## src/design/eller_maze_row_generator_core_macros.svh

```systemverilog
// Assertion macros for the Eller maze row generator core.
`ifndef ELLER_MAZE_ROW_GENERATOR_CORE_MACROS_SVH
`define ELLER_MAZE_ROW_GENERATOR_CORE_MACROS_SVH

// Same-cycle implication, sampled at the rising clock edge, off during reset.
`define EMR_ASSERT_NOW(name, clk_s, rst_s, ante, cons, msg) \
    name: assert property (@(posedge clk_s) disable iff (!rst_s) (ante) |-> (cons)) \
        else $error(msg);

// Next-cycle implication, sampled at the rising clock edge, off during reset.
`define EMR_ASSERT_NEXT(name, clk_s, rst_s, ante, cons, msg) \
    name: assert property (@(posedge clk_s) disable iff (!rst_s) (ante) |=> (cons)) \
        else $error(msg);

`endif

```

## src/design/emr_pkg.sv

```systemverilog
// Shared types and constants of the Eller maze row generator.
`default_nettype none

package emr_pkg;

    localparam int MAX_WIDTH_DEF = 32;        // default cells per row
    localparam int LBL_W         = 6;         // set label width
    localparam int LBL_N         = 1 << LBL_W;
    localparam int CELL_CAP      = 64;        // largest supported row
    localparam int ROW_WIDTH_W   = 6;
    localparam logic [ROW_WIDTH_W-1:0] ROW_WIDTH_RST = 6'd32;

    typedef logic [LBL_W-1:0]    label_t;
    typedef logic [LBL_N-1:0]    label_mask_t;   // one bit per label value
    typedef logic [CELL_CAP-1:0] cell_vec_t;     // one bit per cell position

    typedef struct packed {
        logic [30:0] join_bits;
        logic [31:0] down_bits;
        logic        first_row;
        logic        last_row;
    } row_in_t;

    typedef struct packed {
        logic [30:0] east_walls;
        logic [31:0] south_walls;
    } row_out_t;

    // Alias table control: clear at row start, or record a set merge key -> tgt.
    typedef struct packed {
        logic   clr;
        logic   merge;
        label_t key;
        label_t tgt;
    } alias_cmd_t;

endpackage

`default_nettype wire

```

## src/design/emr_label_mem.sv

```systemverilog
// Per-cell set label memory: 1R1W, registered read, reset value = cell index.
`default_nettype none

module emr_label_mem #(
    parameter int DEPTH = emr_pkg::MAX_WIDTH_DEF
) (
    input  wire logic                     clk,
    input  wire logic                     rst_n,
    input  wire logic                     rd_en,
    input  wire logic [$clog2(DEPTH)-1:0] rd_addr,
    output      emr_pkg::label_t          rd_data,
    input  wire logic                     wr_en,
    input  wire logic [$clog2(DEPTH)-1:0] wr_addr,
    input  wire emr_pkg::label_t          wr_data
);

    localparam int AW = $clog2(DEPTH);

    emr_pkg::label_t label_mem [DEPTH];
    emr_pkg::label_t rd_word_reg;
    logic [DEPTH-1:0] vld_reg;
    logic             rd_vld_reg;
    logic [AW-1:0]    rd_addr_reg;

    always_ff @(posedge clk)
    begin
        if (wr_en)
        begin
            label_mem[wr_addr] <= wr_data;
        end
        if (rd_en)
        begin
            rd_word_reg <= label_mem[rd_addr];
        end
    end

    // written-once flags; an unwritten entry reads as its own index
    always_ff @(posedge clk or negedge rst_n)
    begin
        if (!rst_n)
        begin
            vld_reg     <= '0;
            rd_vld_reg  <= 1'b0;
            rd_addr_reg <= '0;
        end
        else
        begin
            if (wr_en)
            begin
                vld_reg[wr_addr] <= 1'b1;
            end
            if (rd_en)
            begin
                rd_vld_reg  <= vld_reg[rd_addr];
                rd_addr_reg <= rd_addr;
            end
        end
    end

    assign rd_data = rd_vld_reg ? rd_word_reg : emr_pkg::label_t'(rd_addr_reg);

endmodule

`default_nettype wire

```

## src/design/emr_alias_table.sv

```systemverilog
// Merge alias table: maps a stored label to its current set label within one row.
`default_nettype none

module emr_alias_table #(
    parameter int ENTRIES = emr_pkg::MAX_WIDTH_DEF
) (
    input  wire logic                clk,
    input  wire logic                rst_n,
    input  wire emr_pkg::alias_cmd_t cmd,
    input  wire emr_pkg::label_t     lk_label,
    output      emr_pkg::label_t     lk_result
);

    localparam int EW = $clog2(ENTRIES);

    emr_pkg::label_t key_reg [ENTRIES];
    emr_pkg::label_t tgt_reg [ENTRIES];
    logic [ENTRIES-1:0] vld_reg;
    logic [EW-1:0]      cnt_reg;

    // keys are unique (a label dies once per row), so at most one entry hits
    always_comb
    begin
        lk_result = lk_label;
        for (int k = 0; k < ENTRIES; k++)
        begin
            if (vld_reg[k] && (key_reg[k] == lk_label))
            begin
                lk_result = tgt_reg[k];
            end
        end
    end

    // merge key -> tgt: retarget every alias that pointed at key, then append
    always_ff @(posedge clk)
    begin
        for (int k = 0; k < ENTRIES; k++)
        begin
            if (cmd.merge && vld_reg[k] && (tgt_reg[k] == cmd.key))
            begin
                tgt_reg[k] <= cmd.tgt;
            end
        end
        if (cmd.merge)
        begin
            key_reg[cnt_reg] <= cmd.key;
            tgt_reg[cnt_reg] <= cmd.tgt;
        end
    end

    always_ff @(posedge clk or negedge rst_n)
    begin
        if (!rst_n)
        begin
            vld_reg <= '0;
            cnt_reg <= '0;
        end
        else if (cmd.clr)
        begin
            vld_reg <= '0;
            cnt_reg <= '0;
        end
        else if (cmd.merge)
        begin
            vld_reg[cnt_reg] <= 1'b1;
            cnt_reg          <= cnt_reg + EW'(1);
        end
    end

endmodule

`default_nettype wire

```

## src/design/eller_maze_row_generator_core.sv

```systemverilog
// Top level of the Eller maze row generator: row sequencer, passes and output register.
//
//  channel  | handshake                  | payload
//  ---------+----------------------------+----------------------------------------
//  cfg      | cfg_wr_en                  | cfg_wr_data   row_width (6 bits)
//  in       | in_valid / in_ready        | in_data       join, down, first, last
//  out      | out_valid / out_ready      | out_data      east_walls, south_walls
//
//  W = row_width clamped to [2, MAX_WIDTH].
//  A row runs a join, a down and a fill pass (the last row skips the fill
//  pass): one cell per cycle in each pass, bound by the single read port of
//  the label memory.
//  in_ready is high only between rows; a new row is taken while the previous
//  result still waits on out_ready, and a finished row waits in OUT until the
//  output register is free.
//  Reset clears the label memory's written flags, so every cell reads its own
//  index at once; there is no clearing pass.
`default_nettype none

`include "eller_maze_row_generator_core_macros.svh"

module eller_maze_row_generator_core #(
    parameter int MAX_WIDTH = emr_pkg::MAX_WIDTH_DEF
) (
    input  wire logic                                clk,
    input  wire logic                                rst_n,
    input  wire logic                                cfg_wr_en,
    input  wire logic [emr_pkg::ROW_WIDTH_W-1:0]     cfg_wr_data,
    input  wire logic                                in_valid,
    output      logic                                in_ready,
    input  wire emr_pkg::row_in_t                    in_data,
    output      logic                                out_valid,
    input  wire logic                                out_ready,
    output      emr_pkg::row_out_t                   out_data
);

    localparam int IDX_W = $clog2(MAX_WIDTH);
    localparam logic [6:0] MAX_W7 = 7'(MAX_WIDTH);

    typedef enum logic [2:0] {
        S_IDLE,
        S_JOIN,
        S_DOWN,
        S_FILL,
        S_OUT
    } state_t;

    // lowest label not yet taken; 63 if all lower ones are
    function automatic emr_pkg::label_t free_label(input emr_pkg::label_mask_t taken);
        emr_pkg::label_t k;
        k = emr_pkg::label_t'(emr_pkg::LBL_N - 1);
        for (int i = emr_pkg::LBL_N - 2; i >= 0; i--)
        begin
            if (!taken[i])
            begin
                k = emr_pkg::label_t'(i);
            end
        end
        return k;
    endfunction

    // ---------------------------------------------------------------- registers
    state_t                          state_reg,     state_next;
    logic [emr_pkg::ROW_WIDTH_W-1:0] row_width_reg, row_width_next;
    logic [IDX_W-1:0]                p_reg,         p_next;      // cell in process
    logic [IDX_W-1:0]                wm1_reg,       wm1_next;    // W-1 of this row
    emr_pkg::row_in_t                row_reg,       row_next;
    emr_pkg::label_t                 prev_reg,      prev_next;   // label of west cell
    emr_pkg::label_mask_t            anydown_reg,   anydown_next; // set has a down bit
    emr_pkg::label_mask_t            seen_reg,      seen_next;   // set met east of here
    emr_pkg::label_mask_t            taken_reg,     taken_next;  // labels in use below
    logic [MAX_WIDTH-1:0]            opened_reg,    opened_next;
    emr_pkg::cell_vec_t              east_reg,      east_next;
    emr_pkg::cell_vec_t              south_reg,     south_next;
    logic                            out_valid_reg, out_valid_next;
    emr_pkg::row_out_t               out_data_reg,  out_data_next;

    // ---------------------------------------------------------------- datapath
    logic                 accept;
    logic [6:0]           w_eff;
    logic [IDX_W-1:0]     wm1_eff;
    emr_pkg::label_t      mem_rd_data;
    logic                 mem_rd_en;
    logic [IDX_W-1:0]     mem_rd_addr;
    logic                 mem_wr_en;
    logic [IDX_W-1:0]     mem_wr_addr;
    emr_pkg::label_t      mem_wr_data;
    emr_pkg::alias_cmd_t  alias_cmd;
    emr_pkg::label_t      orig;        // label as stored before this row
    emr_pkg::label_t      cur;         // label after the merges so far
    emr_pkg::label_t      p_lbl;
    emr_pkg::label_t      i_lbl;
    emr_pkg::cell_vec_t   join_ext;
    emr_pkg::cell_vec_t   down_ext;
    logic                 dn;
    logic                 want;
    logic                 is_merge;
    logic                 is_last;
    logic                 open_dn;
    logic                 p_is_end;
    emr_pkg::label_t      fresh;
    emr_pkg::label_mask_t anydown_mrg;

    assign accept   = in_valid && in_ready;
    assign in_ready = (state_reg == S_IDLE);

    assign w_eff = (row_width_reg < emr_pkg::ROW_WIDTH_W'(2)) ? 7'd2 :
                   ((7'(row_width_reg) > MAX_W7) ? MAX_W7 : 7'(row_width_reg));
    assign wm1_eff = IDX_W'(w_eff - 7'd1);

    assign orig     = row_reg.first_row ? emr_pkg::label_t'(p_reg) : mem_rd_data;
    assign p_lbl    = emr_pkg::label_t'(p_reg);
    assign i_lbl    = p_lbl - emr_pkg::label_t'(1);
    assign join_ext = emr_pkg::cell_vec_t'(row_reg.join_bits);
    assign down_ext = emr_pkg::cell_vec_t'(row_reg.down_bits);
    assign dn       = down_ext[p_lbl];
    assign want     = row_reg.last_row || join_ext[i_lbl];
    assign p_is_end = (p_reg == wm1_reg);
    assign fresh    = free_label(taken_reg);

    // join: differing neighbours with a join bit (any pair on the last row) merge, eastern set takes the western label
    assign is_merge = (state_reg == S_JOIN) && (p_reg != '0) &&
                      (prev_reg != cur) && want;

    // down: a set without any down bit opens below its easternmost cell
    assign is_last = !seen_reg[cur];
    assign open_dn = !row_reg.last_row && (dn || (is_last && !anydown_reg[cur]));

    always_comb
    begin
        anydown_mrg      = anydown_reg;
        anydown_mrg[cur] = anydown_reg[cur] | dn;
        if (is_merge)
        begin
            anydown_mrg[prev_reg] = anydown_mrg[prev_reg] | anydown_mrg[cur];
        end
    end

    emr_label_mem #(
        .DEPTH (MAX_WIDTH)
    ) u_label_mem (
        .clk     (clk),
        .rst_n   (rst_n),
        .rd_en   (mem_rd_en),
        .rd_addr (mem_rd_addr),
        .rd_data (mem_rd_data),
        .wr_en   (mem_wr_en),
        .wr_addr (mem_wr_addr),
        .wr_data (mem_wr_data)
    );

    emr_alias_table #(
        .ENTRIES (MAX_WIDTH)
    ) u_alias_table (
        .clk       (clk),
        .rst_n     (rst_n),
        .cmd       (alias_cmd),
        .lk_label  (orig),
        .lk_result (cur)
    );

    // ---------------------------------------------------------------- sequencer
    // Join pass reads cells west to east (read of p+1 issued while p is
    // processed). Down pass reads east to west and writes back the merged
    // label of the cell just read. Fill pass only writes. A cell is never read
    // and written in the same cycle, so the memory needs no bypass.
    always_comb
    begin
        state_next     = state_reg;
        row_width_next = row_width_reg;
        p_next         = p_reg;
        wm1_next       = wm1_reg;
        row_next       = row_reg;
        prev_next      = prev_reg;
        anydown_next   = anydown_reg;
        seen_next      = seen_reg;
        taken_next     = taken_reg;
        opened_next    = opened_reg;
        east_next      = east_reg;
        south_next     = south_reg;
        out_valid_next = out_valid_reg;
        out_data_next  = out_data_reg;
        mem_rd_en      = 1'b0;
        mem_rd_addr    = p_reg;
        mem_wr_en      = 1'b0;
        mem_wr_addr    = p_reg;
        mem_wr_data    = cur;
        alias_cmd      = '0;

        if (cfg_wr_en)
        begin
            row_width_next = cfg_wr_data;
        end

        if (out_valid_reg && out_ready)
        begin
            out_valid_next = 1'b0;
        end

        case (state_reg)
            S_IDLE:
            begin
                if (accept)
                begin
                    row_next      = in_data;
                    wm1_next      = wm1_eff;
                    p_next        = '0;
                    anydown_next  = '0;
                    seen_next     = '0;
                    taken_next    = '0;
                    east_next     = '1;
                    south_next    = '1;
                    alias_cmd.clr = 1'b1;
                    mem_rd_en     = 1'b1;
                    mem_rd_addr   = '0;
                    state_next    = S_JOIN;
                end
            end

            S_JOIN:
            begin
                anydown_next = anydown_mrg;
                if (is_merge)
                begin
                    east_next[i_lbl] = 1'b0;
                    alias_cmd.merge  = 1'b1;
                    alias_cmd.key    = cur;
                    alias_cmd.tgt    = prev_reg;
                end
                else
                begin
                    prev_next = cur;
                end
                mem_rd_en = 1'b1;
                if (p_is_end)
                begin
                    mem_rd_addr = p_reg;          // first cell of the down pass
                    state_next  = S_DOWN;
                end
                else
                begin
                    mem_rd_addr = p_reg + IDX_W'(1);
                    p_next      = p_reg + IDX_W'(1);
                end
            end

            S_DOWN:
            begin
                seen_next[cur]     = 1'b1;
                opened_next[p_reg] = open_dn;
                mem_wr_en          = 1'b1;
                mem_wr_data        = cur;
                if (open_dn)
                begin
                    taken_next[cur]   = 1'b1;
                    south_next[p_lbl] = 1'b0;
                end
                if (p_reg == '0)
                begin
                    state_next = row_reg.last_row ? S_OUT : S_FILL;
                end
                else
                begin
                    mem_rd_en   = 1'b1;
                    mem_rd_addr = p_reg - IDX_W'(1);
                    p_next      = p_reg - IDX_W'(1);
                end
            end

            S_FILL:
            begin
                // cells with no passage south start a new set
                if (!opened_reg[p_reg])
                begin
                    mem_wr_en         = 1'b1;
                    mem_wr_data       = fresh;
                    taken_next[fresh] = 1'b1;
                end
                if (p_is_end)
                begin
                    state_next = S_OUT;
                end
                else
                begin
                    p_next = p_reg + IDX_W'(1);
                end
            end

            S_OUT:
            begin
                if (!out_valid_reg || out_ready)
                begin
                    out_valid_next            = 1'b1;
                    out_data_next.east_walls  = east_reg[30:0];
                    out_data_next.south_walls = south_reg[31:0];
                    state_next                = S_IDLE;
                end
            end

            default:
            begin
                state_next = S_IDLE;
            end
        endcase
    end

    always_ff @(posedge clk or negedge rst_n)
    begin
        if (!rst_n)
        begin
            state_reg     <= S_IDLE;
            row_width_reg <= emr_pkg::ROW_WIDTH_RST;
            p_reg         <= '0;
            wm1_reg       <= '0;
            row_reg       <= '0;
            prev_reg      <= '0;
            anydown_reg   <= '0;
            seen_reg      <= '0;
            taken_reg     <= '0;
            opened_reg    <= '0;
            east_reg      <= '1;
            south_reg     <= '1;
            out_valid_reg <= 1'b0;
            out_data_reg  <= '0;
        end
        else
        begin
            state_reg     <= state_next;
            row_width_reg <= row_width_next;
            p_reg         <= p_next;
            wm1_reg       <= wm1_next;
            row_reg       <= row_next;
            prev_reg      <= prev_next;
            anydown_reg   <= anydown_next;
            seen_reg      <= seen_next;
            taken_reg     <= taken_next;
            opened_reg    <= opened_next;
            east_reg      <= east_next;
            south_reg     <= south_next;
            out_valid_reg <= out_valid_next;
            out_data_reg  <= out_data_next;
        end
    end

    assign out_valid = out_valid_reg;
    assign out_data  = out_data_reg;

    // ---------------------------------------------------------------- checks
    `EMR_ASSERT_NOW(a_mem_no_rw_same_cell, clk, rst_n, mem_rd_en && mem_wr_en, mem_rd_addr != mem_wr_addr, "label memory read and written at the same cell")
    `EMR_ASSERT_NOW(a_fresh_label_free, clk, rst_n, (state_reg == S_FILL) && mem_wr_en, !taken_reg[fresh], "fresh label already in use")
    `EMR_ASSERT_NEXT(a_out_load, clk, rst_n, (state_reg == S_OUT) && (!out_valid_reg || out_ready), out_valid && in_ready, "finished row not presented")

endmodule

`default_nettype wire

```

## config.mk

```make
export PLATFORM = sky130hd
export DESIGN_NAME = eller_maze_row_generator_core
export DESIGN_NICKNAME = d
export VERILOG_FILES = /design/src/design/emr_pkg.sv /design/src/design/emr_label_mem.sv /design/src/design/emr_alias_table.sv /design/src/design/eller_maze_row_generator_core.sv
export VERILOG_INCLUDE_DIRS = /design/src /design/src/design
export SDC_FILE = /design/constraint.sdc
export NUM_CORES = 2
export LEC_CHECK = 0
export BUFFER_PORTS_ARGS = -buffer_cell sky130_fd_sc_hd__buf_2
export CAP_MARGIN = 20
export CORE_UTILIZATION = 52
export CTS_CLUSTER_DIAMETER = 100
export DETAILED_ROUTE_END_ITERATION = 8
export PLACE_DENSITY = 0.75
export RECOVER_POWER = 100
export SLEW_MARGIN = 25
export SYNTH_ARGS = -nofsm -noshare
export SYNTH_HDL_FRONTEND = slang
export SYNTH_HIERARCHICAL = 1
export SYNTH_SLANG_ARGS = --single-unit
```

## constraint.sdc

```tcl
create_clock -name clk -period 12.1 [get_ports clk]
set_input_delay 0 -clock clk [delete_from_list [all_inputs] [get_ports clk]]
set_output_delay 0 -clock clk [all_outputs]
set_load 0.005 [all_outputs]
```

==> flow_metrics.py <==
metrics = {
    "global_routing": {
        "via_count_of_the_first_global_routing_pass": 38200,
        "total_congestion_overflow_after_global_routing": 0,
        "grt_antenna_before_repair": 4,
        "grt_usage_pct": 29.6,
        "first_pass_grt_wire_length_mm": 232,
        "grt_max_degree": 158,
    },
    "worst_hold_path": {
        "min-delay-path-class": "input pin to flop",
        "hold_start": "in_data[41]",
    },
    "worst_setup_path": {
        "cp_top_delay_family": "simple AND/OR/NAND/NOR gates",
        "critical-path-max-stage-delay_ps": 1960,
        "cp.buffers_inverters": 2,
        "crit-reg2reg-launch": "u_label_mem/rd_vld_reg",
        "worst_ep_required_time_ps": 12720,
        "worst_setup_path_start_kind": "flop",
        "timing.critical_path.fanout_max": 46,
        "path_cells": "nand2_1, o21ai_0, mux2_2, buf_4, xnor2_1, nand4_1, nor4_1, nor2b_1, a221oi_1, nor3_1, o311ai_0, a31oi_4, clkbuf_1, nand2_1, nor2_1, a211o_1, a2111oi_4, and2_2, nor2_1, a221oi_1, a31oi_1",
        "timing_worst_setup_path_type": "flop to flop",
        "cp_slowest_cell": "sky130_fd_sc_hd__clkbuf_1",
        "cp-startpoint": "u_label_mem/rd_vld_reg",
        "setup.worst_path.end_class": "flop",
        "critical_path_arrival_ps": 10910,
    },
    "sta": {
        "fmaxAchievable_mhz": 97.3,
        "final-setup-viol-count": 0,
        "hold_viol": 0,
        "finalWorstPathRequiredPeriod_ps": 10280,
        "slew_headroom_pct": -237,
        "rsz0062_at_grt": "false",
        "clock_skew_ps": 55.6,
        "worst_tran_pin_value_ps": 5030,
        "setup-tns-final_ps": 0,
        "timing_max_transition_violations_final": 1253,
        "final_clock_period_utilization_by_the_worst_path_pct": 85.0,
    },
    "yosys": {
        "seq_area_frac_synth_pct": 58.5,
        "postSynth.asyncResetShare_pct": 46.9,
        "syn_nets": 4477,
        "synth_cells": 4391,
        "largest_family_of_logic_cells_by_synthesized_area": "simple AND/OR/NAND/NOR gates",
        "netlist-cell-type-count": 94,
        "netlist_top_cells_count": "sky130_fd_sc_hd__edfxtp_1, sky130_fd_sc_hd__dfrtp_1, sky130_fd_sc_hd__nand2_1",
        "ys_seq_elements": 1097,
        "synth_enable_flop_cells": 582,
        "post_synth.cell_area_avg_um2": 11.9,
        "muxShareOfSynthArea_pct": 7.90,
        "synth_top_area_cell": "sky130_fd_sc_hd__edfxtp_1",
        "ys_warn_count": 6,
        "synth_fa_ha_area_share_pct": 0.240,
        "leading_post_synthesis_cells_by_cell_area": "sky130_fd_sc_hd__edfxtp_1, sky130_fd_sc_hd__dfrtp_1, sky130_fd_sc_hd__mux4_2",
        "yosys.area_share.xor_xnor_pct": 6.87,
        "synthSimpleGateAreaFrac_pct": 13.3,
        "compound_cell_area_share_of_the_yosys_netlist_pct": 10.4,
        "netlist_area_um2": 52000,
        "most_instantiated_library_cell_after_synthesis": "sky130_fd_sc_hd__edfxtp_1",
        "post-synth-top-area-fraction_pct": 33.6,
        "postSynth.topFlopCell": "sky130_fd_sc_hd__edfxtp_1",
    },
    "floorplanning": {
        "row_count": 115,
        "chipWidth_um": 318,
        "io_pins": 141,
        "initial_utilization_pct": 52.7,
        "dieArea_um2": 101000,
        "dieHeight_um": 318,
        "core_region_area_um2": 98700,
    },
    "place": {
        "dp_cells": 5595,
        "finalWeightedCongestion": 0.935,
        "buffer_ports.inserted": 140,
        "dp_hpwl_mm": 91.3,
        "dpl-instance-area_um2": 53700,
    },
    "routing": {
        "wl_met1_mm": 58.0,
        "met2RoutedLength_mm": 70.6,
        "detailedRoute.firstPassIterationCount": 8,
        "drt-total-wl_mm": 152,
        "top_signal_layer_used": "met5",
        "met3_wirelength_mm": 15.1,
        "dr_total_vias": 38500,
        "detailedRoute.firstIterationViolations": 5037,
        "avgRoutedWirePerCell_um": 25.6,
        "remaining_drc_errors": 0,
        "ant_nets": 0,
        "vias_cell": 6.48,
    },
    "clock_network": {
        "cts_inserted_buffers": 112,
        "clk_latency_ps": 730,
        "post_cts_resize_count": 0,
        "cts.htree.levels": 3,
        "clock_sinks": 1097,
        "root_buffer": "sky130_fd_sc_hd__clkbuf_16",
        "clk_pin_slew_ps": 70,
        "cts.path.max_buffers": 3,
        "tritoncts_clock_tree": "yes",
    },
    "finish": {
        "final_layout_size_suffix_gt1_share_pct": 15.3,
        "nets": 4627,
        "multiInputGateArea_um2": 20300,
        "layout.cell_area.non_filler_um2": 58700,
        "seqCellArea_um2": 30400,
        "synthToLayoutAreaGrowth_pct": 12.8,
        "final.fill_count": 7598,
        "instances_no_fill": 5930,
    },
    "pwr": {
        "pwr-share-clk_pct": 19.6,
        "leakagePower_nw": 22.0,
        "internal_power_mw": 10.6,
        "power.switching_fraction_pct": 44.0,
        "pwr-share-comb_pct": 47.7,
        "ir_worst_vdd_mv": 0.416,
        "power.net_switching_mw": 8.31,
        "power.share.sequential_pct": 32.7,
        "p_per_area_nw_per_um2": 321,
    },
    "status": {
        "violations": "max-capacitance violations, max-slew violations",
        "status": "finished, violations left",
    },
    "flow_run": {
        "max_cap_viols": 23,
    },
}
[per-stage QoR]
step / setup slack [ps] / hold WS, ps / total power [mW] / util (%)
floorplan: 4310 / -296 / 11.9 / -
global placement: 3880 / 39.5 / 14.7 / 54.4
detailed placement: 3790 / 44.1 / 14.9 / 54.4
CTS: 3660 / 0.288 / 18.6 / 59.7
global route: 1510 / 35.2 / 19.6 / 59.5
finish: 1820 / 49.5 / 18.9 / 59.5
[logic make-up after synthesis]
kind of cell / Yosys count
buffers and inverters: 328
DFF: 1097
xor gates and xnor gates: 406
muxes: 270
AOI/OAI and AO/OA: 827
adders and majority gates: 10
and+or+nand+nor: 1453
[worst register-to-register path: stages, from the launching register on]
cell and delay (ps):
sky130_fd_sc_hd__dfrtp_1 480, sky130_fd_sc_hd__nand2_1 90, sky130_fd_sc_hd__o21ai_0 70, sky130_fd_sc_hd__mux2_2 520, sky130_fd_sc_hd__buf_4 530, sky130_fd_sc_hd__xnor2_1 220, sky130_fd_sc_hd__nand4_1 100, sky130_fd_sc_hd__nor4_1 520
sky130_fd_sc_hd__nor2b_1 440, sky130_fd_sc_hd__a221oi_1 170, sky130_fd_sc_hd__nor3_1 200, sky130_fd_sc_hd__o311ai_0 310, sky130_fd_sc_hd__a31oi_4 270, sky130_fd_sc_hd__clkbuf_1 1960, sky130_fd_sc_hd__nand2_1 880, sky130_fd_sc_hd__nor2_1 910
sky130_fd_sc_hd__a211o_1 280, sky130_fd_sc_hd__a2111oi_4 90, sky130_fd_sc_hd__and2_2 240, sky130_fd_sc_hd__nor2_1 1380, sky130_fd_sc_hd__a221oi_1 280, sky130_fd_sc_hd__a31oi_1 250
[routing by layer]
metal  track usage, %  vias to the layer above
li1                 -                    16500
met1             39.4                    19100
met2             46.8                     2382
met3             5.58                      538
met4             14.8                        2
met5                0                        -
[path summary, 6_finish.rpt]
| kind | endpoint | cells after the start | slack (ps) |
|---|---|---|---|
| setup / recovery | anydown_reg[26] | 21 | 1820 |
| hold / removal | join_ext[7] | 4 | 50 |
| setup reg to reg | anydown_reg[26] | 21 | 1820 |
| hold reg to reg | u_label_mem/vld_reg[18] | 1 | 460 |
| max in group asynchronous | out_data[17] | 5 | 4590 |
| min in group asynchronous | row_width_reg[5] | 3 | 640 |
[layout by cell type, fill, tap and decap left out, types with 108 or more instances in the layout]
cell type / Yosys / routed
sky130_fd_sc_hd__xor2_1: 165 / 165
sky130_fd_sc_hd__nand3_1: 123 / 123
sky130_fd_sc_hd__dfrtp_1: 451 / 450
sky130_fd_sc_hd__buf_2: 33 / 108
sky130_fd_sc_hd__a21oi_1: 221 / 218
sky130_fd_sc_hd__dlygate4sd3_1: 0 / 117
sky130_fd_sc_hd__o21ai_0: 153 / 153
sky130_fd_sc_hd__nor2_1: 416 / 415
sky130_fd_sc_hd__mux2_2: 126 / 118
sky130_fd_sc_hd__edfxtp_1: 582 / 582
sky130_fd_sc_hd__clkbuf_16: 0 / 113
sky130_fd_sc_hd__nand2_1: 430 / 429
sky130_fd_sc_hd__xnor2_1: 240 / 240
[repair_timing]
action | CTS | global route
setup buffers | 0 | 0
setup endpoints to repair | 0 | 0
hold buffers | 118 | 0
hold endpoints to repair | 156 | 0
[power by group through the flow]
stage	clock (mW)	sequential (mW)	combinational (mW)
after floorplan	0	5.87	6.06
after global placement	0	6.13	8.54
after detailed placement	0	6.16	8.71
after CTS	3.72	6.10	8.80
after global routing	3.88	6.24	9.50
final	3.70	6.17	9.01
[area by class of cell]
type | count | share of cell area, %
Clock buffer | 150 | 5.29
Antenna cell | 2 | 0.00852
Timing Repair Buffer | 323 | 3.82
Multi-Input combinational cell | 2966 | 34.5
Clock inverter | 64 | 1.50
Sequential cell | 1097 | 51.8
Tap cell | 1287 | 2.74
Inverter | 41 | 0.264
Note: power is estimated with default switching activity, not from simulation.
